<file path="src/rtl/jam_pkg.sv">
// Package for the joystick axis mapper: types, constants and curve/expand tables.
`timescale 1ns / 1ps
package jam_pkg;

    localparam int POT_W        = 16;
    localparam int EDGE_W       = 10;
    localparam int DUTY_W       = 8;
    localparam int OUT_W        = 12;
    localparam int CURVE_W      = 3;
    localparam int CFG_IDX_W    = 3;
    localparam int CFG_DATA_W   = 10;
    localparam int T_W          = 8;
    localparam int N_CELLS      = T_W;

    localparam logic [EDGE_W-1:0] POT_FULL_SCALE = EDGE_W'(1023);
    localparam int                DUTY_OUT_MAX   = 4095;
    localparam logic [T_W-1:0]    T_MAX          = 8'd255;

    // register indexes
    localparam logic [CFG_IDX_W-1:0] REG_ENABLE = 3'd0;
    localparam logic [CFG_IDX_W-1:0] REG_BIDIR  = 3'd1;
    localparam logic [CFG_IDX_W-1:0] REG_INVERT = 3'd2;
    localparam logic [CFG_IDX_W-1:0] REG_DB_LOW = 3'd3;
    localparam logic [CFG_IDX_W-1:0] REG_DB_HI  = 3'd4;
    localparam logic [CFG_IDX_W-1:0] REG_DMIN   = 3'd5;
    localparam logic [CFG_IDX_W-1:0] REG_DMAX   = 3'd6;
    localparam logic [CFG_IDX_W-1:0] REG_CURVE  = 3'd7;

    // curve codes
    localparam logic [CURVE_W-1:0] CURVE_LINEAR = 3'd2;
    localparam logic [CURVE_W-1:0] CURVE_E15    = 3'd3;
    localparam logic [CURVE_W-1:0] CURVE_E20    = 3'd4;
    localparam logic [CURVE_W-1:0] CURVE_E25    = 3'd5;

    typedef logic [255:0][T_W-1:0]    t_lut;
    typedef logic [255:0][OUT_W-1:0]  t_xlut;

    typedef struct packed {
        logic                valid;
        logic                fwd;
        logic                rev;
        logic                sat;
        logic [EDGE_W-1:0]   rng;
        logic [EDGE_W-1:0]   rem;
        logic [T_W-1:0]      nlo;
        logic [T_W-1:0]      quo;
    } t_cell;

    typedef struct packed {
        logic        enable;
        logic        bidir;
        logic        invert;
        logic [EDGE_W-1:0] db_low;
        logic [EDGE_W-1:0] db_high;
        logic [DUTY_W-1:0] duty_min;
        logic [DUTY_W-1:0] duty_max;
        logic [CURVE_W-1:0] curve;
    } t_cfg;

    function automatic longint unsigned isqrt(longint unsigned x);
        longint unsigned res;
        longint unsigned b;
        longint unsigned v;
        res = 0;
        v   = x;
        b   = 64'd1 << 62;
        while (b > v) b = b >> 2;
        while (b != 0) begin
            if (v >= res + b) begin
                v   = v - (res + b);
                res = (res >> 1) + b;
            end else begin
                res = res >> 1;
            end
            b = b >> 2;
        end
        return res;
    endfunction

    function automatic t_lut make_lut(int code);
        t_lut l;
        longint unsigned v;
        longint unsigned r;
        for (int i = 0; i < 256; i++) begin
            v = longint'(i);
            case (code)
                3:       r = isqrt((v * v * v) / 255);
                4:       r = (v * v) / 255;
                5:       r = isqrt((v * v * v * v * v) / (255 * 255 * 255));
                default: r = (v * v * v) / (255 * 255);
            endcase
            l[i] = r[T_W-1:0];
        end
        return l;
    endfunction

    function automatic t_xlut make_xlut();
        t_xlut l;
        longint unsigned r;
        for (int i = 0; i < 256; i++) begin
            r = (longint'(i) * DUTY_OUT_MAX) / 255;
            l[i] = r[OUT_W-1:0];
        end
        return l;
    endfunction

    localparam t_lut  LUT_E15 = make_lut(3);
    localparam t_lut  LUT_E20 = make_lut(4);
    localparam t_lut  LUT_E25 = make_lut(5);
    localparam t_lut  LUT_E30 = make_lut(6);
    localparam t_xlut XLUT    = make_xlut();

endpackage

</file>
<file path="src/rtl/joystick_axis_to_pwm_mapper.sv">
// Top level of the joystick axis to PWM duty mapper.
`timescale 1ns / 1ps
// Takes one sample per cycle whenever i_start is high (o_busy is low except in reset) and
// returns o_fwd_duty/o_rev_duty with an o_valid strobe at the end of the pipeline; the
// result cannot be stalled. The pipeline is an input stage, a row of eight division
// cells, one quotient bit each, and three shaping stages. Write configuration only
// while no sample is in flight.
module joystick_axis_to_pwm_mapper (
    input  logic                            i_clk,
    input  logic                            i_rst_n,
    input  logic                            i_start,
    output logic                            o_busy,
    input  logic [jam_pkg::POT_W-1:0]       i_pot_value,
    output logic                            o_valid,
    output logic [jam_pkg::OUT_W-1:0]       o_fwd_duty,
    output logic [jam_pkg::OUT_W-1:0]       o_rev_duty,
    input  logic                            i_cfg_valid,
    output logic                            o_cfg_ready,
    input  logic [jam_pkg::CFG_IDX_W-1:0]   i_cfg_index,
    input  logic [jam_pkg::CFG_DATA_W-1:0]  i_cfg_data
);
    import jam_pkg::*;

    t_cfg               r_cfg;
    logic               r_ready;
    t_cell              r_c0;
    t_cell              n_c0;
    t_cell              chain [N_CELLS+1];
    logic               accept;
    logic [POT_W-1:0]   delta;
    logic [EDGE_W-1:0]  rng;
    logic [17:0]        num;

    assign accept      = i_start && r_ready;
    assign o_busy      = !r_ready;
    assign o_cfg_ready = 1'b1;

    always_ff @(posedge i_clk) begin
        if (!i_rst_n) begin
            r_ready        <= 1'b0;
            r_cfg.enable   <= 1'b0;
            r_cfg.bidir    <= 1'b1;
            r_cfg.invert   <= 1'b0;
            r_cfg.db_low   <= EDGE_W'(307);
            r_cfg.db_high  <= EDGE_W'(717);
            r_cfg.duty_min <= DUTY_W'(20);
            r_cfg.duty_max <= DUTY_W'(100);
            r_cfg.curve    <= CURVE_LINEAR;
        end else begin
            r_ready <= 1'b1;
            if (i_cfg_valid) begin
                case (i_cfg_index)
                    REG_ENABLE: r_cfg.enable   <= i_cfg_data[0];
                    REG_BIDIR:  r_cfg.bidir    <= i_cfg_data[0];
                    REG_INVERT: r_cfg.invert   <= i_cfg_data[0];
                    REG_DB_LOW: r_cfg.db_low   <= i_cfg_data;
                    REG_DB_HI:  r_cfg.db_high  <= i_cfg_data;
                    REG_DMIN:   r_cfg.duty_min <= i_cfg_data[DUTY_W-1:0];
                    REG_DMAX:   r_cfg.duty_max <= i_cfg_data[DUTY_W-1:0];
                    REG_CURVE:  r_cfg.curve    <= i_cfg_data[CURVE_W-1:0];
                    default: ;
                endcase
            end
        end
    end

    // side selection, deflection and range; reverse test wins on overlap
    always_comb begin
        n_c0       = '0;
        n_c0.valid = accept;
        delta      = '0;
        rng        = EDGE_W'(1);
        if (r_cfg.enable) begin
            if (r_cfg.bidir && (i_pot_value < POT_W'(r_cfg.db_low))) begin
                n_c0.rev = 1'b1;
                delta    = POT_W'(r_cfg.db_low) - i_pot_value;
                rng      = r_cfg.db_low;
            end else if (i_pot_value > POT_W'(r_cfg.db_high)) begin
                n_c0.fwd = 1'b1;
                delta    = i_pot_value - POT_W'(r_cfg.db_high);
                rng      = (r_cfg.db_high >= POT_FULL_SCALE) ? EDGE_W'(1)
                                                             : POT_FULL_SCALE - r_cfg.db_high;
            end
        end
        n_c0.sat = (delta >= POT_W'(rng));
        num      = (18'(delta[EDGE_W-1:0]) << 8) - 18'(delta[EDGE_W-1:0]);
        n_c0.rng = rng;
        n_c0.rem = num[17:8];
        n_c0.nlo = num[7:0];
    end

    always_ff @(posedge i_clk) begin
        if (!i_rst_n) begin
            r_c0.valid <= 1'b0;
        end else begin
            r_c0.valid <= n_c0.valid;
        end
        r_c0.fwd <= n_c0.fwd;
        r_c0.rev <= n_c0.rev;
        r_c0.sat <= n_c0.sat;
        r_c0.rng <= n_c0.rng;
        r_c0.rem <= n_c0.rem;
        r_c0.nlo <= n_c0.nlo;
        r_c0.quo <= n_c0.quo;
    end

    assign chain[0] = r_c0;

    for (genvar g = 0; g < N_CELLS; g++) begin : g_cell
        jam_cell u_cell (
            .i_clk   (i_clk),
            .i_rst_n (i_rst_n),
            .i_c     (chain[g]),
            .o_c     (chain[g+1])
        );
    end

    jam_shaper u_shaper (
        .i_clk      (i_clk),
        .i_rst_n    (i_rst_n),
        .i_c        (chain[N_CELLS]),
        .i_cfg      (r_cfg),
        .o_valid    (o_valid),
        .o_fwd_duty (o_fwd_duty),
        .o_rev_duty (o_rev_duty)
    );
endmodule

</file>
<file path="src/rtl/jam_cell.sv">
// One restoring-division cell: produces one quotient bit per stage.
`timescale 1ns / 1ps
module jam_cell (
    input  logic          i_clk,
    input  logic          i_rst_n,
    input  jam_pkg::t_cell i_c,
    output jam_pkg::t_cell o_c
);
    import jam_pkg::*;

    t_cell             r_c;
    t_cell             n_c;
    logic [EDGE_W:0]   trial;
    logic              ge;

    always_comb begin
        trial = {i_c.rem, i_c.nlo[T_W-1]};
        ge    = (trial >= {1'b0, i_c.rng});
        n_c   = i_c;
        n_c.rem = ge ? EDGE_W'(trial - {1'b0, i_c.rng}) : trial[EDGE_W-1:0];
        n_c.nlo = {i_c.nlo[T_W-2:0], 1'b0};
        n_c.quo = {i_c.quo[T_W-2:0], ge};
    end

    always_ff @(posedge i_clk) begin
        if (!i_rst_n) begin
            r_c.valid <= 1'b0;
        end else begin
            r_c.valid <= n_c.valid;
        end
        r_c.fwd <= n_c.fwd;
        r_c.rev <= n_c.rev;
        r_c.sat <= n_c.sat;
        r_c.rng <= n_c.rng;
        r_c.rem <= n_c.rem;
        r_c.nlo <= n_c.nlo;
        r_c.quo <= n_c.quo;
    end

    assign o_c = r_c;
endmodule

</file>
<file path="src/rtl/jam_shaper.sv">
// Curve lookup, duty span scaling and 12-bit expansion, three register stages.
`timescale 1ns / 1ps
module jam_shaper (
    input  logic                       i_clk,
    input  logic                       i_rst_n,
    input  jam_pkg::t_cell             i_c,
    input  jam_pkg::t_cfg              i_cfg,
    output logic                       o_valid,
    output logic [jam_pkg::OUT_W-1:0]  o_fwd_duty,
    output logic [jam_pkg::OUT_W-1:0]  o_rev_duty
);
    import jam_pkg::*;

    logic [T_W-1:0]      t_lin;
    logic [T_W-1:0]      n_t;
    logic [DUTY_W-1:0]   span;
    logic [24:0]         scaled;
    logic [DUTY_W-1:0]   pwm;
    logic [OUT_W-1:0]    duty;

    logic                r_v1, r_v2, r_v3;
    logic                r_f1, r_f2, r_r1, r_r2;
    logic [T_W-1:0]      r_t;
    logic [15:0]         r_prod;
    logic [OUT_W-1:0]    r_fwd, r_rev;

    always_comb begin
        t_lin = i_c.sat ? T_MAX : i_c.quo;
        if (i_cfg.curve <= CURVE_LINEAR) begin
            n_t = t_lin;
        end else if (i_cfg.curve == CURVE_E15) begin
            n_t = LUT_E15[t_lin];
        end else if (i_cfg.curve == CURVE_E20) begin
            n_t = LUT_E20[t_lin];
        end else if (i_cfg.curve == CURVE_E25) begin
            n_t = LUT_E25[t_lin];
        end else begin
            n_t = LUT_E30[t_lin];
        end
        span = (i_cfg.duty_max >= i_cfg.duty_min) ? (i_cfg.duty_max - i_cfg.duty_min) : '0;
        // floor(x/255) == ((x+1)*257) >> 16 for x below 65535
        scaled = (25'(r_prod) + 25'd1) * 25'd257;
        pwm    = i_cfg.duty_min + scaled[23:16];
        duty   = XLUT[pwm];
    end

    always_ff @(posedge i_clk) begin
        if (!i_rst_n) begin
            r_v1 <= 1'b0;
            r_v2 <= 1'b0;
            r_v3 <= 1'b0;
        end else begin
            r_v1 <= i_c.valid;
            r_v2 <= r_v1;
            r_v3 <= r_v2;
        end
        r_f1   <= i_c.fwd;
        r_r1   <= i_c.rev;
        r_t    <= n_t;
        r_f2   <= r_f1;
        r_r2   <= r_r1;
        r_prod <= span * r_t;
        r_fwd  <= r_f2 ? duty : '0;
        r_rev  <= r_r2 ? duty : '0;
    end

    assign o_valid    = r_v3;
    assign o_fwd_duty = i_cfg.invert ? r_rev : r_fwd;
    assign o_rev_duty = i_cfg.invert ? r_fwd : r_rev;
endmodule

</file>
<file path="config.mk">
export PLATFORM = sky130hd
export DESIGN_NAME = joystick_axis_to_pwm_mapper
export DESIGN_NICKNAME = d
export VERILOG_FILES = /design/src/rtl/jam_pkg.sv /design/src/rtl/joystick_axis_to_pwm_mapper.sv /design/src/rtl/jam_cell.sv /design/src/rtl/jam_shaper.sv
export SDC_FILE = /design/constraint.sdc
export NUM_CORES = 1
export LEC_CHECK = 0
export BUFFER_PORTS_ARGS = -buffer_cell sky130_fd_sc_hd__buf_4
export CORE_MARGIN = 8
export CORE_UTILIZATION = 50
export CTS_BUF_LIST = sky130_fd_sc_hd__clkbuf_8 sky130_fd_sc_hd__clkbuf_16
export DETAILED_ROUTE_END_ITERATION = 7
export PLACE_DENSITY = 0.66
export SLEW_MARGIN = 20
export SYNTH_ARGS = -nofsm -noshare
export SYNTH_HDL_FRONTEND = slang
export SYNTH_SLANG_ARGS = --single-unit
</file>
<file path="constraint.sdc">
create_clock -name i_clk -period 7.1 [get_ports i_clk]
set_clock_uncertainty 0.1 [all_clocks]
set_input_delay 1.065 -clock i_clk [delete_from_list [all_inputs] [get_ports i_clk]]
set_output_delay 1.065 -clock i_clk [all_outputs]
set_load 0.02 [all_outputs]
</file>
; Word-level counts from Yosys, hierarchy flattened
; Memories as Yosys holds them, arrays and structs flattened.
; Cells that the tools add are included.
; W data, S select, Z words.
[op_classes]
n_addsub = 14
n_mul = 2
magnitude_cmp = 16
n_eq_ne = 10
n_mux = 30
bitwise = 1
reduce_logical = 13
[ops]
columns = cell, count
row1 = $mux W10, 11
row2 = $ge A11 B10 Y1, 8
row3 = $mux W8, 10
row4 = $sub A10 B10 Y10, 7
row5 = $mux W16, 3
row6 = $mux W12, 3
row7 = $mul A25 B9 Y24 const B, 1
row8 = $eq A3 B3 Y1 const B, 6
row9 = $lt A8 B9 Y1 const B, 2
row10 = $sub A18 B10 Y18, 1
row11 = $add A16 B1 Y17 const B, 1
row12 = $ge A16 B10 Y1, 1
row13 = $gt A16 B10 Y1, 1
row14 = $lt A16 B10 Y1, 1
row15 = $mul A8 B8 Y16, 1
row16 = $reduce_and A2 Y1, 8
row17 = $sub A10 B16 Y16, 1
row18 = $sub A16 B10 Y16, 1
row19 = $ge A10 B10 Y1 const B, 1
row20 = $sub A10 B10 Y10 const A, 1
row21 = $eq A3 B2 Y1 const B, 3
row22 = $add A8 B8 Y8, 1
row23 = $ge A8 B8 Y1, 1
row24 = $sub A8 B8 Y8, 1
row25 = other kinds (8), 11
[word_totals]
reg_bits = 366
rom_bits = 11264
inputBits = 33
out_inout_bits = 27
word_cells = 179
mem_count = 5
[memory_table]
columns = memory, depth, width, rd, rd_clocked_by_memory_dff, wr, line
row1 = (no name shown), 256, 12, 1, 0, 0, jam_shaper.sv:44  ; duty = XLUT[pwm];
row2 = (no name shown), 256, 8, 1, 0, 0, jam_shaper.sv:32  ; n_t = LUT_E15[t_lin];
row3 = (no name shown), 256, 8, 1, 0, 0, jam_shaper.sv:38  ; n_t = LUT_E30[t_lin];
row4 = (no name shown), 256, 8, 1, 0, 0, jam_shaper.sv:34  ; n_t = LUT_E20[t_lin];
row5 = (no name shown), 256, 8, 1, 0, 0, jam_shaper.sv:36  ; n_t = LUT_E25[t_lin];

; Longest topological paths before layout
[logic_depth]
ltp_word = 7
mapped_depth = 31
mapped_depth_nobuf = 31

; Modules after synthesis
; Synthesis repeated with hierarchy kept, for this count alone.
[unflattened]
hier_cells = 2951
hier_area_um2 = 26211.4
[modules_own_cells]
columns = mod, instances, cells_per_inst, area_each_um2, seq_area_each_um2
row1 = jam_cell, 8, 117, 1421.4, 780.7
row2 = jam_shaper, 1, 1514, 10632.7, 1101.1
row3 = joystick_axis_to_pwm_mapper, 1, 501, 4207.8, 1501.4

; Worst setup path after synthesis
; Ideal clock, no wire load.
[synth_path]
path_type = register -> register
startpoint = register r_cfg[11] (netlist bit)
endpoint = register u_shaper.r_prod[15]
setup_time_ps = 121
t_arrival_ps = 6172
required_time_ps = 6879
setup_slack_ps = 707
path_stages_with_launch = 28
path_buffers = 0
period_less_slack_ps = 6393
path_cell_list = dfxtp_1 > ha_1 > inv_1 > fa_1 > a21o_1 > a21oi_1 > o21ai_0 > a21oi_1 > o21ai_0 > a21o_1 > a21oi_1 > nor2b_1 > nand2_1 > fa_1 > fa_1 > inv_1 > fa_1 > inv_1 > fa_1 > inv_1 > ha_1 > a21boi_0 > o21ai_0 > nand2b_1 > a21o_1 > a41o_1 > o41a_1 > xnor2_1
[synth_between]
elab_chain_len = 3
elab_cells_between_ends = 4
classes_between = add/sub: 1 / mul: 1 / order compare: 1 / mux: 1
[synth_lines]
columns = element, line
row1 = start: declaration, joystick_axis_to_pwm_mapper.sv:24  ; t_cfg r_cfg;
row2 = $sub A8 B8 Y8 or $ge A8 B8 Y1 (tied branches), jam_shaper.sv:40  ; span = (i_cfg.duty_max >= i_cfg.duty_min) ? (i_cfg.duty_max - i_cfg.duty_min) : '0;
row3 = $mux W8 *, jam_shaper.sv:40
row4 = $mul A8 B8 Y16 *, jam_shaper.sv:62  ; r_prod <= span * r_t;
row5 = end signal: assignment, jam_shaper.sv:62
row6 = end: declaration, jam_shaper.sv:24  ; logic [15:0] r_prod;
; Every way passes the cells marked *; elsewhere a longest branch is shown, timed or not.
; A chain may end at the register's enable or synchronous reset.

; Worst setup path in the final report
; Same ends and word-level chain as after synthesis.

==> out/qor.json <==
{
  "routing": {
    "vias_per_cell": 6.14,
    "detail_route.drc_violations": 18,
    "drt_wl_total_um": 71700,
    "drtAntennaViolNets": 0,
    "drtPass1Iterations": 8,
    "wire_length_per_cell_after_detailed_routing_um": 20.8,
    "initialDrtViolationCount": 2684,
    "dr_total_vias": 21200
  },
  "global_route": {
    "grt_antenna_before_repair": 0,
    "global_route_wire_length_before_repair_um": 113000,
    "grt_start_max_net_pins": 57,
    "grt_usage_pct": 25.7,
    "via_count_of_the_first_global_routing_pass": 20800,
    "overflow": 0
  },
  "placement": {
    "post-place-cells": 3387,
    "hpwl_um": 52100,
    "gp_congestion": 1.04,
    "numPortBuffers": 58
  },
  "synth": {
    "syn_nets": 3114,
    "ys_async_sr_fraction_pct": 0,
    "syn-instance-count": 2825,
    "distinct_cell_type_count_of_the_synthesized_netlist": 91,
    "synth_edf_count": 0,
    "synth-seq-cells": 366,
    "synth_area_sq_mm": 0.0235,
    "syn_avg_cell_area_sq_um": 8.33,
    "seq_area_frac_synth_pct": 31.1,
    "synth_flop_cell": "dfxtp_1",
    "ys_warn_count": 0
  },
  "floorplan": {
    "die_width_um": 233,
    "die-height_um": 233,
    "io_pins": 60,
    "initial_core_util_pct": 50.6,
    "die_area_sq_mm": 0.0542,
    "core_region_area_sq_mm": 0.0465,
    "floorplan.rows": 79
  },
  "outcome": {
    "status": "finished with violations",
    "failing_checks": "DRC"
  },
  "timing": {
    "timing.final.crit_period_ps": 6640,
    "timing.slew.headroom_pct": 18.1,
    "finalSetupViolations": 0,
    "final.period_utilization_pct": 93.5,
    "slew_viol_final": 0,
    "worstMarginPinSlew_ps": 1230,
    "setup_tns_ps": 0,
    "finalHoldViolations": 0,
    "fmax_mhz": 151
  },
  "cts": {
    "cts_tree": "done",
    "max-clock-path-buffers": 3,
    "clk_pin_slew_ps": 60,
    "clk_latency_ps": 570,
    "depth_of_the_cts_h_tree": 2,
    "postCtsHoldBufs": 0,
    "post_cts_buffers": 0,
    "root_buffer": "clkbuf_16",
    "post_cts_resized": 0,
    "tritoncts.num_buffers": 39,
    "cts_sinks": 366
  },
  "setup_path": {
    "cp.required_ps": 7440,
    "critical_setup_path_kind": "reg2reg",
    "critPathSlowestCell": "fa_1",
    "critical_path.most_common_cell": "fa_1",
    "worstPathArrival_ps": 6980,
    "timing.critical_path.from_type": "flop",
    "critical-path-max-stage-delay_ps": 550,
    "cp-end-kind": "flop",
    "critical_path.max_fanout": 8
  },
  "layout": {
    "antennaDiodeCount": 0,
    "instances_no_fill": 3455,
    "syn_to_final_growth_pct": 9.50,
    "filler_cell_count": 4235,
    "drive_above_1_share_pct": 9.73,
    "fin_nets": 3110
  },
  "min_path": {
    "hold_path_class": "reg2reg"
  },
  "power": {
    "power_leakage_nw": 10.9,
    "power.density_cell_area_mw_per_mm2": 477,
    "maximum_ir_drop_on_the_vdd_rail_mv": 0.352
  },
  "run": {
    "max_cap_violations": 0
  }
}
registers in the layout, summed over array words and instances, names as in the netlist, 8 cells and up:
signal and cells:
chain 32, g_cell.u_cell.o_c 236, r_cfg 42, u_shaper.r_fwd 12, u_shaper.r_prod 16, u_shaper.r_rev 12
u_shaper.r_t 8
cells in the final DEF (no fill, tap or decap), types with 49 or more instances in the layout:
cell type	n
inv_1	257
a21oi_1	168
ha_1	209
and2_1	69
buf_4	87
o21ai_0	168
nand2_1	293
nor2_1	185
mux2_2	75
xnor2_1	66
nand2b_1	49
nor3_1	67
dfxtp_1	361
cells in the mapped netlist (all sizes together), types with 21 or more instances:
| library cell | number | area share (%) |
|---|---|---|
| dfxtp | 366 | 31 |
| nand2 | 293 | 4.7 |
| inv | 252 | 4.0 |
| ha | 209 | 11 |
| nor2 | 191 | 3.1 |
| a21oi | 171 | 3.7 |
| o21ai | 168 | 3.6 |
| clkbuf | 110 | 1.8 |
| mux2 | 75 | 3.6 |
| and2 | 70 | 1.9 |
| nor3 | 69 | 1.5 |
| xnor2 | 67 | 2.5 |
| nand2b | 49 | 1.3 |
| fa | 47 | 4.0 |
| a21boi | 45 | 1.4 |
| a21o | 45 | 1.5 |
| nand3 | 45 | 0.96 |
| o211ai | 42 | 1.3 |
| a211oi | 40 | 1.3 |
| nor2b | 38 | 1.0 |
| xor2 | 35 | 1.3 |
| nand4 | 32 | 0.88 |
| mux2i | 31 | 1.4 |
| a31oi | 26 | 0.69 |
| a221oi | 22 | 0.82 |
| buf | 22 | 0.40 |
| o21a | 21 | 0.67 |
logic make-up after synthesis:
kind of cell	share of synthesized area, %
other cells	0.0159
simple gates	17.9
fa+ha+maj	15.2
mux	5.02
xor+xnor	3.83
flops	31.1
compound gates	20.6
buf+inv	6.25
routing by layer:
metal | track usage [%] | vias to the layer above | routed length, um
li1 | - | 9901 | -
met1 | 32.9 | 9875 | 29500
met2 | 40.9 | 1164 | 32000
met3 | 5.86 | 278 | 7040
met4 | 11.7 | 0 | 3230
met5 | 0 | - | 0
stage by stage:
stage          hold WS [ps]  setup slack (ps)  power (mW)  cell area, sq um  util, %
2_1_floorplan           210               707        8.16             23500        -
3_3_place_gp            210               515        9.99             24500     52.7
3_5_place_dp            212               395        10.1             24500     52.7
4_1_cts                 215               377        12.1             25700     55.4
5_1_grt                 216             -10.2        13.2             25800     55.5
6_report                214               464        12.3             25800     55.5
cell type report:
class | instances | area [sq um] | area share, %
Timing Repair Buffer | 88 | 673 | 2.61
Clock inverter | 24 | 238 | 0.923
Tap cell | 607 | 759 | 2.95
Inverter | 254 | 953 | 3.70
Clock buffer | 44 | 1040 | 4.06
Multi-Input combinational cell | 2072 | 14800 | 57.3
Sequential cell | 366 | 7330 | 28.5
critical path: cells and delay by family (launching register included):
kind	cells	cell delay (ps)
and+or+nand+nor	3	370
buffers and inverters	5	370
DFF	1	370
AOI/OAI and AO/OA	12	2210
adders and majority gates	7	2940
xor gates and xnor gates	1	130
power by group:
group / switching (mW) / internal (mW) / total, mW
Sequential: 0.330 / 2.52 / 2.85
Clock: 0.852 / 1.15 / 2.00
Combinational: 4.53 / 2.92 / 7.45
path summary, 6_finish.rpt:
path                           startpoint                 endpoint  slack, ps  depth (start not counted)
setup / recovery                r_cfg[11]      u_shaper.r_prod[15]        460                         28
hold reg to reg   g_cell[2].u_cell.o_c[2]  g_cell[3].u_cell.o_c[3]        210                          0
hold / removal    g_cell[2].u_cell.o_c[2]  g_cell[3].u_cell.o_c[3]        210                          0
setup reg to reg                r_cfg[11]      u_shaper.r_prod[15]        460                         28
(Power assumes the default switching activity.)
